## config.mk

```make
export PLATFORM = sky130hd
export DESIGN_NAME = acs_div
export DESIGN_NICKNAME = d
export VERILOG_FILES = /design/src/rtl/accumulator_cpu_step_defines.svh /design/src/rtl/acs_pkg.sv /design/src/rtl/acs_div.sv
export SDC_FILE = /design/constraint.sdc
export NUM_CORES = 1
export LEC_CHECK = 0
export ABC_AREA = 1
export BUFFER_PORTS_ARGS = -buffer_cell sky130_fd_sc_hd__buf_2
export CAP_MARGIN = 20
export CELL_PAD_IN_SITES_DETAIL_PLACEMENT = 0
export CELL_PAD_IN_SITES_GLOBAL_PLACEMENT = 2
export CORE_UTILIZATION = 31
export CTS_CLUSTER_SIZE = 40
export DETAILED_ROUTE_END_ITERATION = 10
export PLACE_DENSITY = 0.83
export RECOVER_POWER = 25
export SYNTH_ARGS = -nofsm -noshare
export SYNTH_HDL_FRONTEND = slang
export SYNTH_SLANG_ARGS = --single-unit
```

## constraint.sdc

```tcl
create_clock -name clk -period 4.1 [get_ports clk]
set_input_delay 0.205 -clock clk [delete_from_list [all_inputs] [get_ports clk]]
set_output_delay 0.205 -clock clk [all_outputs]
set_load 0.05 [all_outputs]
```

## src/rtl/accumulator_cpu_step_defines.svh

```systemverilog
// ----------------------------------------------------------------------------
// Assertion macros for the accumulator CPU step block
// Shared property wrappers used by the concurrent checks in the RTL.
// ----------------------------------------------------------------------------
`ifndef ACCUMULATOR_CPU_STEP_DEFINES_SVH
`define ACCUMULATOR_CPU_STEP_DEFINES_SVH

// Condition implies consequence in the same cycle.
`define ACS_ASSERT_NOW(lbl, clk, rstn, cond, cons, msg) \
  lbl: assert property (@(posedge clk) disable iff (!rstn) (cond) |-> (cons)) \
    else $error(msg);

// Condition implies consequence in the following cycle.
`define ACS_ASSERT_NEXT(lbl, clk, rstn, cond, cons, msg) \
  lbl: assert property (@(posedge clk) disable iff (!rstn) (cond) |=> (cons)) \
    else $error(msg);

`endif

```

## src/rtl/acs_pkg.sv

```systemverilog
// ----------------------------------------------------------------------------
// acs_pkg
// Types and constants of the accumulator CPU step block.
// ----------------------------------------------------------------------------
package acs_pkg;

  typedef enum logic [1:0] {
    KIND_WRITE   = 2'd0,
    KIND_READ    = 2'd1,
    KIND_EXEC    = 2'd2,
    KIND_RESTART = 2'd3
  } kind_t;

  typedef enum logic [2:0] {
    ST_OK      = 3'd0,
    ST_HALT    = 3'd1,
    ST_BADOP   = 3'd2,
    ST_BADADDR = 3'd3,
    ST_IOERR   = 3'd4,
    ST_DIVZERO = 3'd5
  } status_t;

  localparam logic [4:0] OP_NOP  = 5'd0;
  localparam logic [4:0] OP_HALT = 5'd1;
  localparam logic [4:0] OP_LDI  = 5'd2;
  localparam logic [4:0] OP_LD   = 5'd3;
  localparam logic [4:0] OP_LDX  = 5'd4;
  localparam logic [4:0] OP_ST   = 5'd5;
  localparam logic [4:0] OP_STX  = 5'd6;
  localparam logic [4:0] OP_TAX  = 5'd7;
  localparam logic [4:0] OP_TXA  = 5'd8;
  localparam logic [4:0] OP_INX  = 5'd9;
  localparam logic [4:0] OP_ADD  = 5'd10;
  localparam logic [4:0] OP_SUB  = 5'd11;
  localparam logic [4:0] OP_MUL  = 5'd12;
  localparam logic [4:0] OP_DIV  = 5'd13;
  localparam logic [4:0] OP_REM  = 5'd14;
  localparam logic [4:0] OP_NEG  = 5'd15;
  localparam logic [4:0] OP_JMP  = 5'd16;
  localparam logic [4:0] OP_JZ   = 5'd17;
  localparam logic [4:0] OP_JNZ  = 5'd18;
  localparam logic [4:0] OP_IOR  = 5'd19;
  localparam logic [4:0] OP_IOW  = 5'd20;

  localparam logic [31:0] OP_LAST = 32'd20;

  // Request from the sequencer to the divider.
  typedef struct packed {
    logic start;
    logic want_rem;
  } div_req_t;

endpackage

```

## src/rtl/acs_div.sv

```systemverilog
// ----------------------------------------------------------------------------
// acs_div
// Iterative signed 32-bit divider, one quotient bit per cycle.
// ----------------------------------------------------------------------------
module acs_div (
  input  logic              clk,
  input  logic              rst_n,
  input  acs_pkg::div_req_t req,
  input  logic [31:0]       dividend,
  input  logic [31:0]       divisor,
  output logic              busy,
  output logic              done,
  output logic [31:0]       result
);
  import acs_pkg::*;

  logic        busy_r, done_r, rem_sel_r, neg_q_r, neg_r_r;
  logic [5:0]  cnt_r;
  logic [31:0] rem_r, quo_r, dvs_r, result_r;
  logic [32:0] shifted, diff;
  logic [31:0] rem_nxt, quo_nxt;

  assign shifted = {rem_r, quo_r[31]};
  assign diff    = shifted - {1'b0, dvs_r};

  always_comb begin
    if (!diff[32]) begin
      rem_nxt = diff[31:0];
      quo_nxt = {quo_r[30:0], 1'b1};
    end else begin
      rem_nxt = shifted[31:0];
      quo_nxt = {quo_r[30:0], 1'b0};
    end
  end

  always_ff @(posedge clk) begin
    if (!rst_n) begin
      busy_r <= 1'b0;
      done_r <= 1'b0;
      cnt_r  <= '0;
    end else begin
      done_r <= 1'b0;
      if (req.start && !busy_r) begin
        busy_r    <= 1'b1;
        cnt_r     <= 6'd32;
        rem_sel_r <= req.want_rem;
        neg_q_r   <= dividend[31] ^ divisor[31];
        neg_r_r   <= dividend[31];
        rem_r     <= '0;
        quo_r     <= dividend[31] ? (32'd0 - dividend) : dividend;
        dvs_r     <= divisor[31] ? (32'd0 - divisor) : divisor;
      end else if (busy_r) begin
        if (cnt_r == 6'd0) begin
          busy_r <= 1'b0;
          done_r <= 1'b1;
          if (rem_sel_r) begin
            result_r <= neg_r_r ? (32'd0 - rem_r) : rem_r;
          end else begin
            result_r <= neg_q_r ? (32'd0 - quo_r) : quo_r;
          end
        end else begin
          rem_r <= rem_nxt;
          quo_r <= quo_nxt;
          cnt_r <= cnt_r - 6'd1;
        end
      end
    end
  end

  assign busy   = busy_r;
  assign done   = done_r;
  assign result = result_r;

endmodule

```

After elaboration in Yosys (flattened, before gate mapping)

Cells that the tools add are included.

Bits in registers: 139
Bits in latches: 0
Bits in writable memories: 0
ROM bits: 0
Input bits: 68
Output and inout bits: 34
Word-level logic and storage cells: 54
Memories: 0

Add/subtract/negate cells: 6
Multipliers: 0
Divide/modulo/power cells: 0
Magnitude comparators: 0
Equality and inequality tests: 1
Shifts and indexed selects: 0
Mux-type cells: 19
Bitwise logic cells: 5
Reductions and logical operators: 11

Operator list:

| cell                                              | count |
|---|---|
| two-way mux 32 bit                                | 10 |
| subtractor 1 x 32 -> 32 bit, first input constant | 4 |
| subtractor 33 x 32 -> 33 bit                      | 1 |
| two-way mux 31 bit                                | 1 |
| two-way mux 6 bit                                 | 3 |
| logical NOT 6 bit                                 | 1 |
| AND reduction 2 bit                               | 3 |
| subtractor 6 x 1 -> 6 bit, second input constant  | 1 |
| two-way mux 1 bit                                 | 5 |
| inverter 1 bit                                    | 4 |
| AND reduction 4 bit                               | 1 |
| AND reduction 3 bit                               | 1 |
| OR reduction 3 bit                                | 1 |
| inequality test 2 bit, second input constant      | 1 |
| nonzero test 2 bit                                | 1 |
| OR reduction 2 bit                                | 1 |
| logical AND 1 bit                                 | 1 |
| logical NOT 1 bit                                 | 1 |
| XOR 1 bit                                         | 1 |

Depth between registers and ports, before layout

Depth in word-level cells: 5
Depth in mapped cells: 17
Mapped depth without buffers: 16

Worst setup path after synthesis

Ideal clock, no wire load.

Kind: flip-flop to flip-flop
Start: register busy_r, in the netlist busy
End: register quo_r[0] (enable)
Setup time: 0.507 ns
Arrival time: 4.328 ns
Data required time: 3.593 ns
Path slack: -0.735 ns
Cell stages (with the launch flop): 6
Buffers on the path: 2
Period minus slack after synthesis: 4.835 ns
Cell sequence: dfxtp_1 inv_1 nand2_1 clkbuf_1 clkbuf_1 a21oi_1

Word-level cells in the longest chain between the ends: 4
Elaborated cells between the ends (all ways): 5
Classes of those cells: eq/ne: 1; reduce/logical: 4

Ends and longest elaborated chain:

| element                                                                      | line          | text |
|---|---|---|
| start, declared                                                              | acs_div.sv:17 | `logic busy_r, done_r, rem_sel_r, neg_q_r, neg_r_r;` |
| start signal, assigned                                                       | acs_div.sv:38 | `busy_r <= 1'b0;` |
| start signal, assigned                                                       | acs_div.sv:44 | `busy_r <= 1'b1;` |
| start signal, assigned                                                       | acs_div.sv:54 | `busy_r <= 1'b0;` |
| logical NOT 1 bit                                                            | acs_div.sv:43 | `if (req.start && !busy_r) begin` |
| logical AND 1 bit                                                            | acs_div.sv:43 |  |
| inequality test 2 bit (no source line) or nonzero test 2 bit (tied branches) | -             |  |
| AND reduction 3 bit (no source line) *                                       | -             |  |
| end signal, assigned                                                         | acs_div.sv:50 | `quo_r <= dividend[31] ? (32'd0 - dividend) : dividend;` |
| end signal, assigned                                                         | acs_div.sv:63 | `quo_r <= quo_nxt;` |
| end, declared                                                                | acs_div.sv:19 | `logic [31:0] rem_r, quo_r, dvs_r, result_r;` |

Every way passes the cells marked *; elsewhere a longest branch is shown, timed or not.
A chain may end at the register's enable or synchronous reset.

Final worst setup path

Start: register busy_r, in the netlist busy
End: register dvs_r[5] (enable)

Word-level cells in the longest chain between the ends: 3

Ends and longest elaborated chain:

| element                              | line          | text |
|---|---|---|
| logical NOT 1 bit                    | acs_div.sv:43 |  |
| logical AND 1 bit                    | acs_div.sv:43 |  |
| AND reduction 2 bit (no source line) | -             |  |
| end signal, assigned                 | acs_div.sv:51 | `dvs_r <= divisor[31] ? (32'd0 - divisor) : divisor;` |
| end, declared                        | acs_div.sv:19 |  |

No other way between the ends.

==> flow_metrics.env <==
export IMPL_port_buffers=101
export IMPL_violations="capacitance limit, slew limit"
export IMPL_postSynthCellCount=1774
export IMPL_setup_viol=0
export IMPL_finalHoldViolCount=0
export IMPL_wl_per_cell_um=15.47
export IMPL_end_kind="flip-flop"
export IMPL_numCtsBuffers=17
export IMPL_ios=102
export IMPL_dpl_cell_area_sq_um=12760
export IMPL_synthArstFlopShare_pct=0
export IMPL_start_kind="flip-flop"
export IMPL_yosysSeqAreaShare_pct=35.01
export IMPL_grt_overflow=0
export IMPL_yosys_warnings=0
export IMPL_gp_congestion=0.8753
export IMPL_critPathTopFamily="buffers and inverters"
export IMPL_drtPass1Iterations=5
export IMPL_leakage_uw=0.006505
export IMPL_path_clk_slew_ns=0.07
export IMPL_start_util_pct=31.72
export IMPL_root_buffer="clkbuf_16"
export IMPL_stdcell_area_sq_um=13360
export IMPL_syn_nets=1881
export IMPL_path_cells="inv_1 > nand2_1 > nor2_1 > clkbuf_1"
export IMPL_nets=1973
export IMPL_antenna_found_initial=1
export IMPL_antenna_left=0
export IMPL_drc_errors=0
export IMPL_grt_pass1_vias=10570
export IMPL_grt_pass1_wl_mm=57.87
export IMPL_yosysTopAreaCell="edfxtp_1"
export IMPL_synth_cell_types=48
export IMPL_holdCritPathClass="in -> reg"
export IMPL_drv_cap=2
export IMPL_grt_max_degree=75
export IMPL_syn_area_sq_um=11690
export IMPL_fin_setup_tns_ns=0
export IMPL_synth_area_per_cell_sq_um=6.592
export IMPL_via_count=11290
export IMPL_path_buf_inv=2
export IMPL_die_h_um=196.2
export IMPL_hpwlAfterDp_mm=29.15
export IMPL_finalCriticalPeriod_ns=3.191
export IMPL_fp_dieW_um=196.2
export IMPL_drive_above_1_share_pct=7.451
export IMPL_num_rows=70
export IMPL_yosys_area_top_type_share_pct=33.64
export IMPL_cp_max_fo=31
export IMPL_clock_latency_ns=0.44
export IMPL_critPathArrivalTime_ns=3.22
export IMPL_die_area_sq_um=38510
export IMPL_syn_to_final_growth_pct=14.20
export IMPL_ys_ff_latch=139
export IMPL_synth_ff_type="edfxtp_1"
export IMPL_vdd_ir_drop_max_mv=0.3328
export IMPL_h_tree_depth=4
export IMPL_slew_headroom_pct=-19.85
export IMPL_cts_resized=0
export IMPL_cpMaxStageDelayCell="clkbuf_1"
export IMPL_core_sq_um=36870
export IMPL_diodes=0
export IMPL_slew_violations=70
export IMPL_rsz0062_at_grt="false"
export IMPL_routed_wl_mm=36.87
export IMPL_cts_tree="done"
export IMPL_cts_sinks=139
export IMPL_skew_ns=0.01433
export IMPL_netlist_top_cells_area="edfxtp_1 (34%), nand2_1 (16%), inv_1 (9.9%), nor2_1 (7.0%), nand3_1 (6.4%)"
export IMPL_run_status="finished with violations"
export IMPL_worstPathRequired_ns=4.13
export IMPL_drtIter0Drc=888
export IMPL_cts_buffer_depth=2
export IMPL_critPathMaxStageDelay_ns=1.35
export IMPL_routed_via_density=4.739
export IMPL_tightest_slew_ns=1.798
export IMPL_max_freq_mhz=313.3
export IMPL_critical_path_class="reg -> reg"
export IMPL_grt_use_total_pct=19.52
export IMPL_synth_edf_count=131
export IMPL_min_period_over_period_pct=77.84
export IMPL_cellPowerDensity_nw_per_um2=371.5
-- cells in the final DEF (no fill, tap or decap), drive strengths merged, types with 2 or more instances in the layout --
cell	count
nor3	38
dfxtp	8
o211ai	3
o21a	2
nand3	152
o31ai	3
clkbuf	56
a21o	4
clkinv	8
inv	311
xor2	46
and3	2
ha	38
and2	3
o22ai	7
nor4	3
nand4	25
edfxtp	131
nor2	233
nand2	525
a31oi	3
buf	70
nand3b	4
a21oi	68
bufinv	6
xnor2	10
o21ai	108
or2	4
-- final cells by class --
cell class,instances,area (sq um)
well taps,504,630.6
multi-input cells,1287,6272
repair buffers,110,521.8
clock inverters,15,244.0
clock buffers,17,425.4
fillers,4078,23520
inverters,311,1167
flip-flops and latches,139,4094
-- worst register-to-register path, stage by stage, from the launching register on --
cell	delay (ns)
dfxtp_1	0.32
inv_1	0.10
nand2_1	0.20
nor2_1	0.78
clkbuf_1	1.35
-- synth_stat cells (all sizes together) (3+ instances only) --
master	count
buf	9
o31ai	3
nand4	25
inv	309
a21o	4
nor4	3
o211ai	3
nand2	525
a31oi	3
a21oi	68
nand3	152
edfxtp	131
o22ai	7
clkbuf	28
xor2	46
ha	38
o21ai	108
dfxtp	8
nor3	38
nor2	233
xnor2	10
and2	3
nand3b	4
or2	4
-- registers in the layout, indices dropped and copies added, names as in the netlist --
name,flops
done,1
rem_r,32
neg_q_r,1
cnt_r,6
dvs_r,32
rem_sel_r,1
result,32
quo_r,32
neg_r_r,1
busy,1
-- per-stage QoR --
| step | cells | utilization, % | worst slack (ns) | power [uW] | hold WS, ns |
|---|---|---|---|---|---|
| floorplan | 1774 | - | 0.5989 | 2792 | 0.3039 |
| global placement | 2349 | 34.56 | 1.441 | 3182 | 0.4024 |
| detailed placement | 2350 | 34.61 | 1.368 | 3192 | 0.4048 |
| CTS | 2383 | 36.45 | 1.339 | 5019 | 0.01437 |
| global route | 2383 | 36.22 | 0.7191 | 5265 | 0.04606 |
| finish | 2383 | 36.22 | 0.9087 | 4961 | 0.03290 |
-- final timing paths --
path / slack (ns) / from / endpoint / cells after the start
worst min register to register: 0.46 / cnt_r[4]$_SDFFE_PN0P_ / cnt_r[4]$_SDFFE_PN0P_ / 2
worst max register to register: 0.91 / busy$_SDFF_PN0_ / dvs_r[5]$_DFFE_PP_ / 4
worst min-delay path: 0.03 / rst_n / cnt_r[5]$_SDFFE_PN0P_ / 3
worst max-delay path: 0.91 / busy$_SDFF_PN0_ / dvs_r[5]$_DFFE_PP_ / 4
-- per-layer routing --
metal  vias up  track usage [%]  routed length, um
met5         -                0                  0
met4         0            3.733                362
met3        21            3.198               1716
met2       225            31.66              16970
met1      5195            27.30              17820
li1       5851                -                  -
-- timing repair --
action	in CTS	in global routing
endpoints found under the hold margin	1	0
setup buffers	0	0
hold buffers	1	0
-- logic make-up after synthesis --
group                    count (synthesis)  share of synthesized area (%)
buffers and inverters                  348                          11.42
AND/OR/NAND/NOR                        990                          35.87
XOR/XNOR                                56                          4.194
flip-flops                             139                          35.01
AO/OA/AOI/OAI                          202                          9.276
adder cells (fa/ha/maj)                 39                          4.237
-- power breakdown --
group	switching [uW]	leakage (uW)	internal [uW]
Combinational	920	0.00489	419
Sequential	102	0.00129	1710
Clock	669	0.000323	1140
Total	1690	0.00651	3270
No activity file was read; power rests on OpenSTA's default activity.
